--- config.mk ---
export PLATFORM = sky130hd
export DESIGN_NAME = gate_delay_pulse_shaper
export DESIGN_NICKNAME = d
export VERILOG_FILES = /design/src/hdl/gdps_pkg.sv /design/src/hdl/gdps_core.sv /design/src/hdl/gate_delay_pulse_shaper.sv
export SDC_FILE = /design/constraint.sdc
export NUM_CORES = 1
export LEC_CHECK = 0
export ABC_CLOCK_PERIOD_IN_PS = 5300
export BUFFER_PORTS_ARGS = -buffer_cell sky130_fd_sc_hd__buf_4
export CORE_MARGIN = 1
export CORE_UTILIZATION = 45
export CTS_CLUSTER_SIZE = 14
export DETAILED_ROUTE_END_ITERATION = 16
export GPL_TIMING_DRIVEN = 1
export HOLD_SLACK_MARGIN = 0.12
export MAX_ROUTING_LAYER = met4
export PLACE_DENSITY_LB_ADDON = 0.25
export SYNTH_ARGS = -nofsm -noshare
export SYNTH_HDL_FRONTEND = slang
export SYNTH_HIERARCHICAL = 1
export SYNTH_SLANG_ARGS = --single-unit
--- constraint.sdc ---
create_clock -name aclk -period 5.3 [get_ports aclk]
set_input_delay 1.06 -clock aclk [delete_from_list [all_inputs] [get_ports aclk]]
set_output_delay 1.06 -clock aclk [all_outputs]
set_load 0.02 [all_outputs]
--- src/hdl/gdps_pkg.sv ---
`timescale 1ns / 1ps
// ----------------------------------------------------------------------------
// gdps_pkg
// Shared types and constants of the gate delay pulse shaper.
// ----------------------------------------------------------------------------
package gdps_pkg;

    localparam int COUNT_WIDTH_DEF = 21;

    // Configuration register indexes
    localparam int CFG_INDEX_WIDTH = 2;
    localparam logic [CFG_INDEX_WIDTH-1:0] CFG_DELAY_SAMPLES = 2'd0;
    localparam logic [CFG_INDEX_WIDTH-1:0] CFG_PULSE_SAMPLES = 2'd1;

    typedef enum logic [1:0] {
        ACT_TICK     = 2'd0,
        ACT_NOTE_ON  = 2'd1,
        ACT_NOTE_OFF = 2'd2
    } action_t;

    typedef enum logic [1:0] {
        MODE_IDLE     = 2'd0,
        MODE_COUNTING = 2'd1,
        MODE_HIGH     = 2'd2,
        MODE_PULSING  = 2'd3
    } mode_t;

    typedef struct packed {
        logic [1:0] action;
        logic       gate_b;
    } item_t;

    typedef struct packed {
        logic valid;
        logic shaped_gate;
    } result_t;

endpackage

--- src/hdl/gdps_core.sv ---
`timescale 1ns / 1ps
// ----------------------------------------------------------------------------
// gdps_core
// Shaper state (mode, countdown, note and edge tracking) and its per-item
// update; consumes one registered item per step strobe.
// ----------------------------------------------------------------------------
module gdps_core #(
    parameter int COUNT_WIDTH = gdps_pkg::COUNT_WIDTH_DEF
) (
    input  logic                   aclk,
    input  logic                   aresetn,
    input  logic                   step,
    input  gdps_pkg::item_t        item,
    input  logic [COUNT_WIDTH-1:0] delay_samples,
    input  logic [COUNT_WIDTH-1:0] pulse_samples,
    output gdps_pkg::result_t      result
);
    import gdps_pkg::*;

    localparam logic [COUNT_WIDTH-1:0] CNT_ZERO = '0;
    localparam logic [COUNT_WIDTH-1:0] CNT_ONE  = COUNT_WIDTH'(1);

    mode_t                  mode_reg, mode_next;
    logic [COUNT_WIDTH-1:0] remaining_reg, remaining_next;
    logic                   note_held_reg, note_held_next;
    logic                   last_gate_b_reg, last_gate_b_next;

    mode_t                  fire_mode;
    logic [COUNT_WIDTH-1:0] fire_rem;
    mode_t                  tick_mode;
    logic [COUNT_WIDTH-1:0] tick_rem;

    // Mode and count that a trigger starts from
    always_comb begin
        if (delay_samples == CNT_ZERO) begin
            if (pulse_samples != CNT_ZERO) begin
                fire_mode = MODE_PULSING;
                fire_rem  = pulse_samples;
            end else begin
                fire_mode = MODE_HIGH;
                fire_rem  = CNT_ZERO;
            end
        end else begin
            fire_mode = MODE_COUNTING;
            fire_rem  = delay_samples;
        end
    end

    always_comb begin
        mode_next        = mode_reg;
        remaining_next   = remaining_reg;
        note_held_next   = note_held_reg;
        last_gate_b_next = last_gate_b_reg;
        tick_mode        = mode_reg;
        tick_rem         = remaining_reg;
        result           = '0;

        case (action_t'(item.action))
            ACT_NOTE_ON: begin
                note_held_next = 1'b1;
                mode_next      = fire_mode;
                remaining_next = fire_rem;
            end
            ACT_NOTE_OFF: begin
                note_held_next = 1'b0;
                if (mode_reg == MODE_HIGH) begin
                    mode_next      = MODE_IDLE;
                    remaining_next = CNT_ZERO;
                end
            end
            ACT_TICK: begin
                // Rising edge of the second gate retriggers before the output
                if (item.gate_b && !last_gate_b_reg) begin
                    tick_mode = fire_mode;
                    tick_rem  = fire_rem;
                end
                last_gate_b_next = item.gate_b;
                result.valid     = 1'b1;
                mode_next        = tick_mode;
                remaining_next   = tick_rem;

                unique case (tick_mode)
                    MODE_COUNTING: begin
                        if (tick_rem <= CNT_ONE) begin
                            if (pulse_samples != CNT_ZERO) begin
                                mode_next      = MODE_PULSING;
                                remaining_next = pulse_samples;
                            end else begin
                                mode_next      = note_held_reg ? MODE_HIGH : MODE_IDLE;
                                remaining_next = CNT_ZERO;
                            end
                        end else begin
                            remaining_next = tick_rem - CNT_ONE;
                        end
                    end
                    MODE_HIGH: begin
                        result.shaped_gate = 1'b1;
                    end
                    MODE_PULSING: begin
                        result.shaped_gate = 1'b1;
                        if (tick_rem <= CNT_ONE) begin
                            mode_next      = MODE_IDLE;
                            remaining_next = CNT_ZERO;
                        end else begin
                            remaining_next = tick_rem - CNT_ONE;
                        end
                    end
                    default: begin
                        result.shaped_gate = 1'b0;
                    end
                endcase
            end
            default: begin
                // unused action code: drop
            end
        endcase
    end

    always_ff @(posedge aclk) begin
        if (!aresetn) begin
            mode_reg        <= MODE_IDLE;
            remaining_reg   <= CNT_ZERO;
            note_held_reg   <= 1'b0;
            last_gate_b_reg <= 1'b0;
        end else if (step) begin
            mode_reg        <= mode_next;
            remaining_reg   <= remaining_next;
            note_held_reg   <= note_held_next;
            last_gate_b_reg <= last_gate_b_next;
        end
    end

endmodule

--- src/hdl/gate_delay_pulse_shaper.sv ---
`timescale 1ns / 1ps
// ----------------------------------------------------------------------------
// gate_delay_pulse_shaper
// Delayed, retriggerable one-shot gate shaper, one item per sample event.
// ----------------------------------------------------------------------------
// Accepts one transaction per clock: note-on, note-off or sample tick. Each
// tick returns one output transaction with the gate level through the input
// register, then the result register; note events return nothing. The
// throughput of one item per cycle is held as long as the result side takes
// its data; the combinational state update between the two registers sets it.
// Configuration writes on cfg_* are always ready and take effect at once;
// write them only while no transaction is in flight.
module gate_delay_pulse_shaper #(
    parameter int COUNT_WIDTH = gdps_pkg::COUNT_WIDTH_DEF
) (
    input  logic                                   aclk,
    input  logic                                   aresetn,
    // input stream
    input  logic                                   s_axis_tvalid,
    output logic                                   s_axis_tready,
    input  logic [7:0]                             s_axis_tdata,  // [0] gate_b
    input  logic [1:0]                             s_axis_tuser,  // [1:0] action
    // result stream
    output logic                                   m_axis_tvalid,
    input  logic                                   m_axis_tready,
    output logic [7:0]                             m_axis_tdata,  // [0] shaped_gate
    // configuration writes
    input  logic                                   cfg_valid,
    output logic                                   cfg_ready,
    input  logic [gdps_pkg::CFG_INDEX_WIDTH-1:0]   cfg_index,
    input  logic [COUNT_WIDTH-1:0]                 cfg_data
);
    import gdps_pkg::*;

    logic [COUNT_WIDTH-1:0] delay_samples_reg;
    logic [COUNT_WIDTH-1:0] pulse_samples_reg;

    logic    in_valid_reg;
    item_t   in_item_reg;
    logic    advance;
    result_t result;

    logic m_valid_reg;
    logic m_gate_reg;

    assign cfg_ready = 1'b1;

    always_ff @(posedge aclk) begin
        if (!aresetn) begin
            delay_samples_reg <= '0;
            pulse_samples_reg <= '0;
        end else if (cfg_valid) begin
            unique case (cfg_index)
                CFG_DELAY_SAMPLES: delay_samples_reg <= cfg_data;
                CFG_PULSE_SAMPLES: pulse_samples_reg <= cfg_data;
                default: begin
                end
            endcase
        end
    end

    // Registered item moves on when the result slot is free or draining
    assign advance       = in_valid_reg && (!m_valid_reg || m_axis_tready);
    assign s_axis_tready = !in_valid_reg || advance;

    always_ff @(posedge aclk) begin
        if (!aresetn) begin
            in_valid_reg <= 1'b0;
        end else if (s_axis_tready) begin
            in_valid_reg <= s_axis_tvalid;
        end
    end

    always_ff @(posedge aclk) begin
        if (s_axis_tready && s_axis_tvalid) begin
            in_item_reg.action <= s_axis_tuser;
            in_item_reg.gate_b <= s_axis_tdata[0];
        end
    end

    gdps_core #(
        .COUNT_WIDTH(COUNT_WIDTH)
    ) u_core (
        .aclk          (aclk),
        .aresetn       (aresetn),
        .step          (advance),
        .item          (in_item_reg),
        .delay_samples (delay_samples_reg),
        .pulse_samples (pulse_samples_reg),
        .result        (result)
    );

    always_ff @(posedge aclk) begin
        if (!aresetn) begin
            m_valid_reg <= 1'b0;
        end else begin
            if (m_axis_tready) begin
                m_valid_reg <= 1'b0;
            end
            if (advance && result.valid) begin
                m_valid_reg <= 1'b1;
            end
        end
    end

    always_ff @(posedge aclk) begin
        if (advance && result.valid) begin
            m_gate_reg <= result.shaped_gate;
        end
    end

    assign m_axis_tvalid = m_valid_reg;
    assign m_axis_tdata  = {7'd0, m_gate_reg};

endmodule
==> Word level (Yosys, flattened, before mapping) <==
Index checks and enable logic that the tools add are counted.
{ "op_classes": {"n_addsub": 1, "order_cmp": 1, "eq_ne": 8, "n_mux": 25, "n_reduce_logical": 22} }
{ "op_table": {"columns": ["op", "count"], "rows": [
  ["two-way mux 21 bit", 7],
  ["case mux 21 bit (3 select lines)", 1],
  ["case mux 21 bit (2 select lines)", 1],
  ["<= comparator 21 x 1 -> 1 bit (second input constant)", 1],
  ["zero test 21 bit", 1],
  ["nonzero test 21 bit", 1],
  ["subtractor 21 x 1 -> 21 bit (second input constant)", 1],
  ["two-way mux 2 bit", 9],
  ["equality test 2 bit (second input constant)", 4],
  ["AND reduction 2 bit", 4],
  ["equality test 2 x 1 -> 1 bit (second input constant)", 3],
  ["case mux 2 bit (3 select lines)", 1],
  ["logical AND 1 bit", 4],
  ["zero test 2 bit", 2],
  ["two-way mux 1 bit", 4],
  ["case mux 2 bit (2 select lines)", 1],
  ["nonzero test 2 bit", 2],
  ["zero test 1 bit", 3],
  ["AND reduction 3 bit", 1],
  ["nonzero test 3 bit", 1],
  ["logical OR 1 bit", 2],
  ["!= test 2 x 1 -> 1 bit (second input constant)", 1],
  ["case mux 1 bit (2 select lines)", 1],
  ["OR reduction 2 bit", 1]
]} }
{ "word_totals": {"register_bits": 73, "out_inout_bits": 11} }

==> Depth between registers and ports, before layout <==
Gate-level depths: netlist (run 1).
{ "depth": {"ltp_word": 11, "mapped_depth": 18, "depth_no_buf": 14} }

==> Modules after synthesis <==
The synthesis (run 1) kept the hierarchy.
{ "by_module_without_submodules": {"columns": ["module", "n_inst", "cells_per_inst", "area_per_inst_um2"], "rows": [
  ["gdps_core", 1, 435, 2930.3],
  ["gate_delay_pulse_shaper", 1, 186, 1893.1]
]} }

==> Worst setup path after synthesis (run 1) <==
Ideal clock, no wire load.
{ "synth_path": {"path_kind": "reg2reg", "start": "register delay_samples_reg[8]", "end": "register u_core.remaining_reg[7]", "setup_time_ns": 0.058, "t_arrival_ns": 3.479, "t_required_ns": 5.242, "path_slack_ns": 1.763, "path_stages_with_launch": 18, "path_buffers": 3, "synth_period_minus_slack_ns": 3.537, "cell_sequence": "dfxtp_1 -> nor4_1 -> and3_1 -> and2_1 -> buf_4 -> clkbuf_1 -> a21oi_1 -> o21ai_0 -> inv_1 -> ha_1 -> o21ai_0 -> o21a_1 -> a2111oi_4 -> and3_1 -> buf_2 -> or4b_1 -> nand3_1 -> o221a_2"} }
{ "synth_between": {"elab_chain_len": 8} }
{ "synth_lines": {"columns": ["item", "line", "text"], "rows": [
  ["from (decl)", "gate_delay_pulse_shaper.sv:35", "logic [COUNT_WIDTH-1:0] delay_samples_reg;"],
  ["from (signal assigned)", "gate_delay_pulse_shaper.sv:54", "CFG_DELAY_SAMPLES: delay_samples_reg <= cfg_data;"],
  ["zero test 21 bit", "gdps_core.sv:35", "if (delay_samples == CNT_ZERO) begin"],
  ["two-way mux 21 bit", "gdps_core.sv:35", null],
  ["two-way mux 21 bit", "gdps_core.sv:73", "if (item.gate_b && !last_gate_b_reg) begin"],
  ["two-way mux 21 bit", "gdps_core.sv:58", "case (action_t'(item.action))"],
  ["subtractor 21 x 1 -> 21 bit / <= comparator 21 x 1 -> 1 bit (equally long branches)", null, null],
  ["two-way mux 21 bit, on equally long branches", "gdps_core.sv:101, gdps_core.sv:84", null],
  ["case mux 21 bit (2 select lines)", "gdps_core.sv:82", "unique case (tick_mode)"],
  ["case mux 21 bit (3 select lines) (*)", "gdps_core.sv:58", null],
  ["to (signal assigned)", "gdps_core.sv:127", "remaining_reg <= remaining_next;"],
  ["to (decl)", "gdps_core.sv:24", "logic [COUNT_WIDTH-1:0] remaining_reg, remaining_next;"]
]} }
Mark *: on every way between the ends. The rest lies on a longest branch, timed or not. The select of a mux whose other input is x is not followed.
A chain may end at the register's enable or synchronous reset.

==> Worst setup path after layout (run 1) <==
{ "layout_path": {"start": "register delay_samples_reg[6]", "end": "register u_core.remaining_reg[20]"} }
The elaborated chain is that of the path after synthesis.

==> qor.txt, run 1 <==
#FFs+latches synth = 73
largest stage delay on the critical path = 510 ps
Ys Warns = 6
top cells by area, synth = dfxtp_1 (29%), mux2i_1 (11%), nand2_1 (7.5%)
first-pass GRT wire length = 25100 microns
Iter 0 DRT Violations = 479
crit path max-delay cell type = a2111oi_4
Slew Viols, Final = 0
Syn Area/Cell = 7.77 sq um
Achievable Freq = 229 MHz
Die X = 106 microns
largest net degree at the start of global routing = 87
TritonRoute pass-1 iters = 8
antenna violations before repair = 0
Hold Crit Depth = 2
Setup TNS = 0 ps
outcome = finished clean
port bufs = 33
worst-path cell chain = nor4_1, and4_1, buf_4, and2_1, a21oi_1, o21ai_0, ha_1, o21ai_0, o21a_1, a2111oi_4, nand3_2, nor2_2, a2111oi_0, nor3_1
Hold Crit Class = flop to flop
Clock Latency Late Sink = 360 ps
cts hold-fix bufs = 0
Netlist cell types = 70
crit-path max FO = 15
fin crit share = 82.4%
Worst Max-Slew Pin Slew = 1230 ps
WL/cell = 19.7 microns
Post-route DRC = 0
WP data arrival = 4640 ps
Setup Crit Path Kind = flop to flop
Crit path required time = 5570 ps
CTS root buf = clkbuf_8
Fin. Hold Viols = 0
pre-CTS WS = 1120 ps
vias per inst = 6.41
fin crit period = 4370 ps
placed cell area = 0.00508 sq mm
H-tree depth = 3
Final Instance Area = 0.00524 sq mm
final setup margin = 931 ps
via count = 4960
Mapped Cells = 621
DRT antenna net count = 0
total of max-cap violations = 0
R2R cell count = 14
Initial Util = 46.5%
Yosys top cell area share = 28.6%
Post-synth ARST share = 0%
cell area after synthesis = 0.00482 sq mm
Slew HR = 17.7%
leak pwr = 0.00212 uW
share of post-route cells with drive strength above 1 = 13.3%
Clock Pin Slew Worst Setup and Hold Paths = 80 ps
Final setup viols = 0
row count = 37
Final Non-Filler Cells = 774
TritonCTS Buffers = 9
DPL Wire Length = 10700 microns
Stages on worst setup path = 14
Max VDD drop = 0.133 mV
final net count = 677
CTS resizes = 0
post-synth top area cell = dfxtp_1
Die ar. = 0.0111 sq mm
RSZ-0062 raised after global routing = no
# clock sinks = 73
CTS Buffer Depth = 2
Buf/Inv on CP = 1
Antenna Cells = 0
Critical Path End Type = flop
power per cell area = 266 mW/mm^2
Top delay family on crit path = simple AND/OR/NAND/NOR gates
placed insts = 759
Clock Skews = 17.9 ps
Worst path most repeated cell = o21ai_0
Die H = 106 microns
CTS tree = built
Post-CTS Setup Repair Bufs = 0
core area = 0.0104 sq mm
Top FF cell, synth = dfxtp_1
Post-synth EDFFs = 4
IO Pins = 49
GRT Util Overall = 29.6%
register area share after synthesis = 31.1%
total congestion overflow = 0
aggregate routed wire length = 15300 microns
final RePlAce weighted congestion = 1.03
vias in the first global route = 4852
Area growth, synth to finish = 8.69%
Worst Setup Start Kind = flop
worst register-to-register path: cells and delay by family, from the launching register on:
family	cells	cell delay (ps)
AOI/OAI and AO/OA	6	1540
adders and majority gates	1	270
buffers and inverters	1	210
DFF	1	380
and+or+nand+nor	6	1910
cell families after synthesis:
logic type / after synthesis / synth area share [%]
flops: 73 / 31.1
fa+ha+maj: 5 / 1.30
mux: 59 / 12.4
simple gates: 239 / 24.5
other cells: 2 / 0.156
compound gates: 181 / 23.8
buf+inv: 62 / 6.77
worst paths after layout:
path	startpoint	endpoint	slack, ps
worst min-delay path	delay_samples_reg[18]	delay_samples_reg[18]	480
worst max-delay path	delay_samples_reg[6]	u_core/remaining_reg[20]	930
worst max register to register	delay_samples_reg[6]	u_core/remaining_reg[20]	930
worst min register to register	delay_samples_reg[18]	delay_samples_reg[18]	480
per-stage QoR:
step / utilization [%] / hold slack, ps / power [uW]
after global routing: 50.6 / 506 / 1460
after detailed placement: 49.0 / 477 / 1010
final: 50.6 / 483 / 1400
after CTS: 50.6 / 487 / 1390
after global placement: 49.0 / 466 / 1000
after floorplan: - / 447 / 893
per-layer routing:
metal | vias to the layer above | part of all wire, % | track usage (%)
li1 | 2280 | - | -
met1 | 2345 | 41 | 36.3
met2 | 273 | 46 | 46.2
met3 | 62 | 9.5 | 7.05
met4 | 0 | 3.6 | 13.2
met5 | - | 0 | -
cell usage in the layout, fill, tap and decap left out, types with 7 or more instances in the layout:
cell type  netlist  final
inv_1           11     11
buf_4           11     47
dfxtp_1         69     69
mux2i_1         54     54
nor4_1           8      8
nand2_1         96     96
conb_1           2      8
nand3_1         18     18
nor3_1          10     10
a21oi_1         58     58
o211ai_1         8      8
clkbuf_8         0      9
nor2_1          47     47
o21ai_0         52     52
a31oi_1         11     11
and3_1           8      8
nand4_1          7      7
cell type report:
type	instances	area (sq um)
Fill cell	1033	5130
Clock inverter	6	35.0
Clock buffer	9	124
Tap cell	136	170
Sequential cell	73	1500
Inverter	11	41.3
Multi-Input combinational cell	492	3020
Timing Repair Buffer	47	353
synthesized netlist by cell type, types with 8 or more instances:
master	count
nand2_1	96
dfxtp_1	69
a21oi_1	58
mux2i_1	54
o21ai_0	52
nor2_1	47
clkbuf_1	20
nand3_1	18
buf_2	12
a31oi_1	11
buf_4	11
inv_1	11
nor3_1	10
and3_1	8
nor4_1	8
o211ai_1	8
where the power goes:
group / switching (uW) / leakage (uW) / internal, uW
Combinational: 263 / 0.00143 / 141
Sequential: 28.2 / 0.000600 / 578
Clock: 219 / 0.0000889 / 165
Power figures use the tool's default switching activity.
==> run 2, diff against run 1 <==
--- a/config.mk
+++ b/config.mk
@@ -5,7 +5,7 @@
 export SDC_FILE = /design/constraint.sdc
 export NUM_CORES = 1
 export LEC_CHECK = 0
-export ABC_CLOCK_PERIOD_IN_PS = 5300
+export ABC_CLOCK_PERIOD_IN_PS = 4300
 export BUFFER_PORTS_ARGS = -buffer_cell sky130_fd_sc_hd__buf_4
 export CORE_MARGIN = 1
 export CORE_UTILIZATION = 45
==> constraint.sdc (replaced) <==
create_clock -name aclk -period 4.3 [get_ports aclk]
set_input_delay 0.86 -clock aclk [delete_from_list [all_inputs] [get_ports aclk]]
set_output_delay 0.86 -clock aclk [all_outputs]
set_load 0.02 [all_outputs]
==> run 2 against run 1 <==
Effect of this change: routed wire length grew 4.9%; critical path type unchanged; first-iteration DRC count grew 12%; sequential share of layout area shrank 0.67 points; register-to-register slack lost 530 ps; die area is the same; highest routed layer unchanged.
==> qor.txt, run 2 (synthesis results as in run 1) <==
outcome = finished clean (unchanged)
Iter 0 DRT Violations = 536 (was 479)
port bufs = 33 (unchanged)
CTS resizes = 0 (unchanged)
Crit path required time = 4590 ps (was 5570 ps)
WP data arrival = 4190 ps (was 4640 ps)
TritonRoute pass-1 iters = 5 (was 8)
total of max-cap violations = 0 (unchanged)
fin crit period = 3900 ps (was 4370 ps)
largest stage delay on the critical path = 520 ps (was 510 ps)
DRT antenna net count = 0 (unchanged)
Worst Max-Slew Pin Slew = 843 ps (was 1230 ps)
Reg-to-Reg Start = delay_samples_reg[2] (was delay_samples_reg[6])
Die H = 106 microns (unchanged)
crit-path max FO = 9 (was 15)
Hold Crit Class = flop to flop (unchanged)
aggregate routed wire length = 16000 microns (was 15300 microns)
Achievable Freq = 256 MHz (was 229 MHz)
Slew Viols, Final = 0 (unchanged)
Clock Skews = 8.17 ps (was 17.9 ps)
Hold EP = delay_samples_reg[19] (was delay_samples_reg[18])
row count = 37 (unchanged)
CTS Buffer Depth = 2 (unchanged)
Buf/Inv on CP = 0 (was 1)
total congestion overflow = 0 (unchanged)
Worst Setup Start Kind = flop (unchanged)
antenna violations before repair = 0 (unchanged)
final net count = 685 (was 677)
Hold Startpoint = delay_samples_reg[19] (was delay_samples_reg[18])
placed insts = 767 (was 759)
RSZ-0062 raised after global routing = no (unchanged)
R2R cell count = 13 (was 14)
cts hold-fix bufs = 0 (unchanged)
DPL Wire Length = 11300 microns (was 10700 microns)
Die X = 106 microns (unchanged)
final hold slack = 483 ps (about the same)
Top delay family on crit path = simple AND/OR/NAND/NOR gates (unchanged)
Final Non-Filler Cells = 783 (was 774)
Final setup viols = 0 (unchanged)
Max VDD drop = 0.216 mV (was 0.133 mV)
commonest non-fill, non-tap cell in the layout = nand2_1 (unchanged)
reg2reg setup slack = 400 ps (was 930 ps)
most frequent cells in the layout = nand2_1 (96), dfxtp_1 (69), a21oi_1 (58), buf_4 (55), mux2i_1 (54) (was nand2_1 (96), dfxtp_1 (69), a21oi_1 (58), mux2i_1 (54), o21ai_0 (52))
CTS root buf = clkbuf_8 (unchanged)
first-pass GRT wire length = 26000 microns (was 25100 microns)
largest net degree at the start of global routing = 69 (was 87)
TritonCTS Buffers = 9 (unchanged)
power per cell area = 348 mW/mm^2 (was 266 mW/mm^2)
Hold Crit Depth = 2 (unchanged)
Post-route DRC = 0 (unchanged)
Fin. Hold Viols = 0 (unchanged)
vias per inst = 6.36 (was 6.41)
GRT Util Overall = 30.9% (was 29.6%)
Setup Crit Path Kind = flop to flop (unchanged)
Area growth, synth to finish = 11.3% (was 8.69%)
IO Pins = 49 (unchanged)
final RePlAce weighted congestion = 1.03 (about the same)
Worst path most repeated cell = o21ai_0 (unchanged)
via count = 4982 (was 4960)
core area = 0.0104 sq mm (unchanged)
WL/cell = 20.5 microns (was 19.7 microns)
CP Launch Point = delay_samples_reg[2] (was delay_samples_reg[6])
leak pwr = 0.00219 uW (was 0.00212 uW)
Initial Util = 46.5% (unchanged)
placed cell area = 0.00514 sq mm (was 0.00508 sq mm)
H-tree depth = 3 (unchanged)
worst-path cell chain = nor4_1, and3_1, and2_1, a21oi_1, o21ai_0, ha_1, o21ai_0, o21a_1, a2111oi_4, nand3_2, nor2_2, a2111oi_0, nor3_1 (was nor4_1, and4_1, buf_4, and2_1, a21oi_1, o21ai_0, ha_1, o21ai_0, o21a_1, a2111oi_4, nand3_2, nor2_2, a2111oi_0, nor3_1)
fin crit share = 90.7% (was 82.4%)
Slew HR = 43.8% (was 17.7%)
# clock sinks = 73 (unchanged)
Clock Latency Late Sink = 370 ps (was 360 ps)
Die ar. = 0.0111 sq mm (unchanged)
Final Instance Area = 0.00537 sq mm (was 0.00524 sq mm)
CTS tree = built (unchanged)
Post-CTS Setup Repair Bufs = 0 (unchanged)
Critical Path End Type = flop (unchanged)
vias in the first global route = 4894 (was 4852)
Setup TNS = 0 ps (unchanged)
crit path max-delay cell type = a2111oi_4 (unchanged)
share of post-route cells with drive strength above 1 = 14.5% (was 13.3%)
reg2reg end = u_core/remaining_reg[20] (unchanged)
Antenna Cells = 0 (unchanged)
Clock Pin Slew Worst Setup and Hold Paths = 90 ps (was 80 ps)
run 2: cell types whose count changed in the layout (fill, tap and decap cells not counted), sizes merged:
cell	delta
bufinv	+1
inv	-1
clkbuf	+2
buf	+8
clkinv	-1
run 2: cell type report:
cell class / instances / area [sq um]
multi-input cells: 492 / 3020
flip-flops and latches: 73 / 1500
clock inverters: 5 / 61.3
inverters: 11 / 41.3
well taps: 136 / 170
clock buffers: 11 / 163
repair buffers: 55 / 413
fillers: 1027 / 5000
run 2: worst max path at each step:
stage                                    end  slack, ps  cells past startpoint
finish              u_core/remaining_reg[20]        400                     13
global route         u_core/remaining_reg[4]         40                     14
CTS                  u_core/remaining_reg[4]        500                     14
detailed placement   u_core/remaining_reg[4]        540                     14
global placement    u_core/remaining_reg[20]        560                     13
floorplan            u_core/remaining_reg[7]        760                     17
run 2: metrics by stage:
stage / worst slack [ps] / utilization (%) / power (uW)
6_report: 399 / 51.8 / 1870
5_1_grt: 37.2 / 51.8 / 1950
4_1_cts: 495 / 51.8 / 1860
3_5_place_dp: 543 / 49.6 / 1260
3_3_place_gp: 557 / 49.6 / 1250
2_1_floorplan: 763 / - / 1100
run 2: worst min-delay path: cells and delay by family, from the launching register on:
family        cells  cell delay (ps)
mux               1               60
flops             1              330
simple gates      1               50
run 2: where the power goes:
part,switching (uW),total [uW],internal [uW]
registers,35.0,748,713
clock network,286,607,321
logic,331,514,184
run 2: routing by layer:
metal,global-route usage [%],wire length [microns],vias up
met1,37.6,6530,2323
met3,6.80,1530,73
li1,-,-,2293
met5,-,0,-
met4,15.6,699,0
met2,48.3,7260,293
==> run 3, diff against run 2 <==
--- a/config.mk
+++ b/config.mk
@@ -5,7 +5,7 @@
 export SDC_FILE = /design/constraint.sdc
 export NUM_CORES = 1
 export LEC_CHECK = 0
-export ABC_CLOCK_PERIOD_IN_PS = 4300
+export ABC_CLOCK_PERIOD_IN_PS = 5000
 export BUFFER_PORTS_ARGS = -buffer_cell sky130_fd_sc_hd__buf_4
 export CORE_MARGIN = 1
 export CORE_UTILIZATION = 45
==> constraint.sdc (replaced) <==
create_clock -name aclk -period 5 [get_ports aclk]
set_input_delay 1 -clock aclk [delete_from_list [all_inputs] [get_ports aclk]]
set_output_delay 1 -clock aclk [all_outputs]
set_load 0.02 [all_outputs]
==> run 3 against run 2 <==
Effect of this change: non-clock buffer count is 7 lower; combinational power down 17%; flip-flop and latch count unchanged.
==> qor.txt, run 3 (synthesis results as in run 1) <==
largest net degree at the start of global routing = 87 (was 69)
Die ar. = 0.0111 sq mm (unchanged)
Clock Skews = 10.3 ps (was 8.17 ps)
Initial Util = 46.5% (unchanged)
worst-path cell chain = nor3_1, and4_1, and2_1, a21oi_1, o21ai_0, ha_1, o21ai_0, o21a_1, a2111oi_4, and3_1, mux2_1, a21oi_1, o221a_1 (was nor4_1, and3_1, and2_1, a21oi_1, o21ai_0, ha_1, o21ai_0, o21a_1, a2111oi_4, nand3_2, nor2_2, a2111oi_0, nor3_1)
placed cell area = 0.00509 sq mm (was 0.00514 sq mm)
Post-route DRC = 0 (unchanged)
WP data arrival = 4470 ps (was 4190 ps)
CTS Buffer Depth = 2 (unchanged)
TritonCTS Buffers = 9 (unchanged)
vias in the first global route = 4843 (was 4894)
fin crit period = 4170 ps (was 3900 ps)
Max VDD drop = 0.163 mV (was 0.216 mV)
port bufs = 33 (unchanged)
Area growth, synth to finish = 10.1% (was 11.3%)
Hold Crit Class = flop to flop (unchanged)
Setup Crit Path Kind = flop to flop (unchanged)
aggregate routed wire length = 15300 microns (was 16000 microns)
Worst Setup Start Kind = flop (unchanged)
fin crit share = 83.3% (was 90.7%)
cts hold-fix bufs = 0 (unchanged)
Antenna Cells = 0 (unchanged)
CTS tree = built (unchanged)
TritonRoute pass-1 iters = 5 (unchanged)
Slew HR = 20.3% (was 43.8%)
Critical Path End Type = flop (unchanged)
via count = 4880 (was 4982)
largest stage delay on the critical path = 600 ps (was 520 ps)
crit-path max FO = 10 (was 9)
Achievable Freq = 240 MHz (was 256 MHz)
Post-CTS Setup Repair Bufs = 0 (unchanged)
CTS resizes = 0 (unchanged)
row count = 37 (unchanged)
antenna violations before repair = 0 (unchanged)
Setup TNS = 0 ps (unchanged)
Slew Viols, Final = 0 (unchanged)
outcome = finished clean (unchanged)
H-tree depth = 3 (unchanged)
WL/cell = 19.7 microns (was 20.5 microns)
total congestion overflow = 0 (unchanged)
Worst Max-Slew Pin Slew = 1200 ps (was 843 ps)
DRT antenna net count = 0 (unchanged)
Crit path required time = 5300 ps (was 4590 ps)
first-pass GRT wire length = 25000 microns (was 26000 microns)
RSZ-0062 raised after global routing = no (unchanged)
crit path max-delay cell type = and3_1 (was a2111oi_4)
final RePlAce weighted congestion = 0.955 (was 1.03)
leak pwr = 0.00215 uW (was 0.00219 uW)
Die X = 106 microns (unchanged)
GRT Util Overall = 29.4% (was 30.9%)
Filler cells = 1023 (was 1027)
Iter 0 DRT Violations = 366 (was 536)
Die H = 106 microns (unchanged)
Final setup viols = 0 (unchanged)
final net count = 678 (was 685)
DPL Wire Length = 10700 microns (was 11300 microns)
core area = 0.0104 sq mm (unchanged)
CTS root buf = clkbuf_8 (unchanged)
share of post-route cells with drive strength above 1 = 13.6% (was 14.5%)
Clock Pin Slew Worst Setup and Hold Paths = 90 ps (about the same)
vias per inst = 6.29 (was 6.36)
Final Instance Area = 0.00531 sq mm (was 0.00537 sq mm)
IO Pins = 49 (unchanged)
Fin. Hold Viols = 0 (unchanged)
commonest non-fill, non-tap cell in the layout = nand2_1 (unchanged)
Clock Latency Late Sink = 370 ps (about the same)
# clock sinks = 73 (unchanged)
power per cell area = 303 mW/mm^2 (was 348 mW/mm^2)
most frequent cells in the layout = nand2_1 (96), dfxtp_1 (69), a21oi_1 (58), mux2i_1 (54), o21ai_0 (52) (was nand2_1 (96), dfxtp_1 (69), a21oi_1 (58), buf_4 (55), mux2i_1 (54))
total of max-cap violations = 0 (unchanged)
## run 3: cell types whose count changed in the layout (fill, tap and decap cells not counted)
cell | before | now
buf_4 | 55 | 48
bufinv_16 | 1 | 2
clkbuf_16 | 1 | 0
clkbuf_8 | 10 | 9
clkinv_4 | 3 | 0
inv_4 | 0 | 1
inv_6 | 0 | 3
## run 3: power by group
| group | internal, uW | leakage [uW] | total (uW) | switching [uW] |
|---|---|---|---|---|
| Clock | 286 | 0.000115 | 541 | 255 |
| Sequential | 613 | 0.000600 | 642 | 28.9 |
| Combinational | 151 | 0.00144 | 429 | 278 |
| Total | 1050 | 0.00215 | 1610 | 562 |
## run 3: through the flow
stage | setup slack [ps] | util [%] | power (uW) | hold slack (ps) | cells
after CTS | 974 | 51.2 | 1600 | 495 | 776
after detailed placement | 1030 | 49.1 | 1070 | 483 | 760
after floorplan | 1460 | - | 946 | 447 | 627
after global placement | 1030 | 49.1 | 1060 | 466 | 760
final | 835 | 51.2 | 1610 | 492 | 776
after global routing | 594 | 51.2 | 1680 | 513 | 776
## run 3: worst max-delay path, delay by kind of cell (launching register included)
kind,cells,cell delay [ps]
fa+ha+maj,1,270
mux,1,370
compound gates,7,1650
simple gates,4,1400
flops,1,390
## run 3: routing by layer
| metal | global-route usage [%] | part of all wire [%] | routed length (microns) | vias to the layer above |
|---|---|---|---|---|
| li1 | - | - | - | 2271 |
| met1 | 36.4 | 43 | 6540 | 2329 |
| met2 | 47.6 | 48 | 7260 | 232 |
| met3 | 5.57 | 6.7 | 1030 | 48 |
| met4 | 11.3 | 2.9 | 436 | 0 |
| met5 | - | 0 | 0 | - |
## run 3: area by class of cell
cell class / instances / area (sq um) / area share (%)
Multi-Input combinational cell: 492 / 3020 / 56.8
Sequential cell: 73 / 1500 / 28.3
Timing Repair Buffer: 48 / 360 / 6.78
Tap cell: 136 / 170 / 3.20
Clock buffer: 9 / 124 / 2.33
Clock inverter: 7 / 97.6 / 1.84
Inverter: 11 / 41.3 / 0.777
## run 3: path summary, 6_finish.rpt
path | endpoint | start | slack [ps] | cells past startpoint
setup / recovery | u_core/remaining_reg[1] | delay_samples_reg[20] | 830 | 13
setup reg to reg | u_core/remaining_reg[1] | delay_samples_reg[20] | 830 | 13
hold reg to reg | delay_samples_reg[1] | delay_samples_reg[1] | 490 | 2
hold / removal | delay_samples_reg[1] | delay_samples_reg[1] | 490 | 2
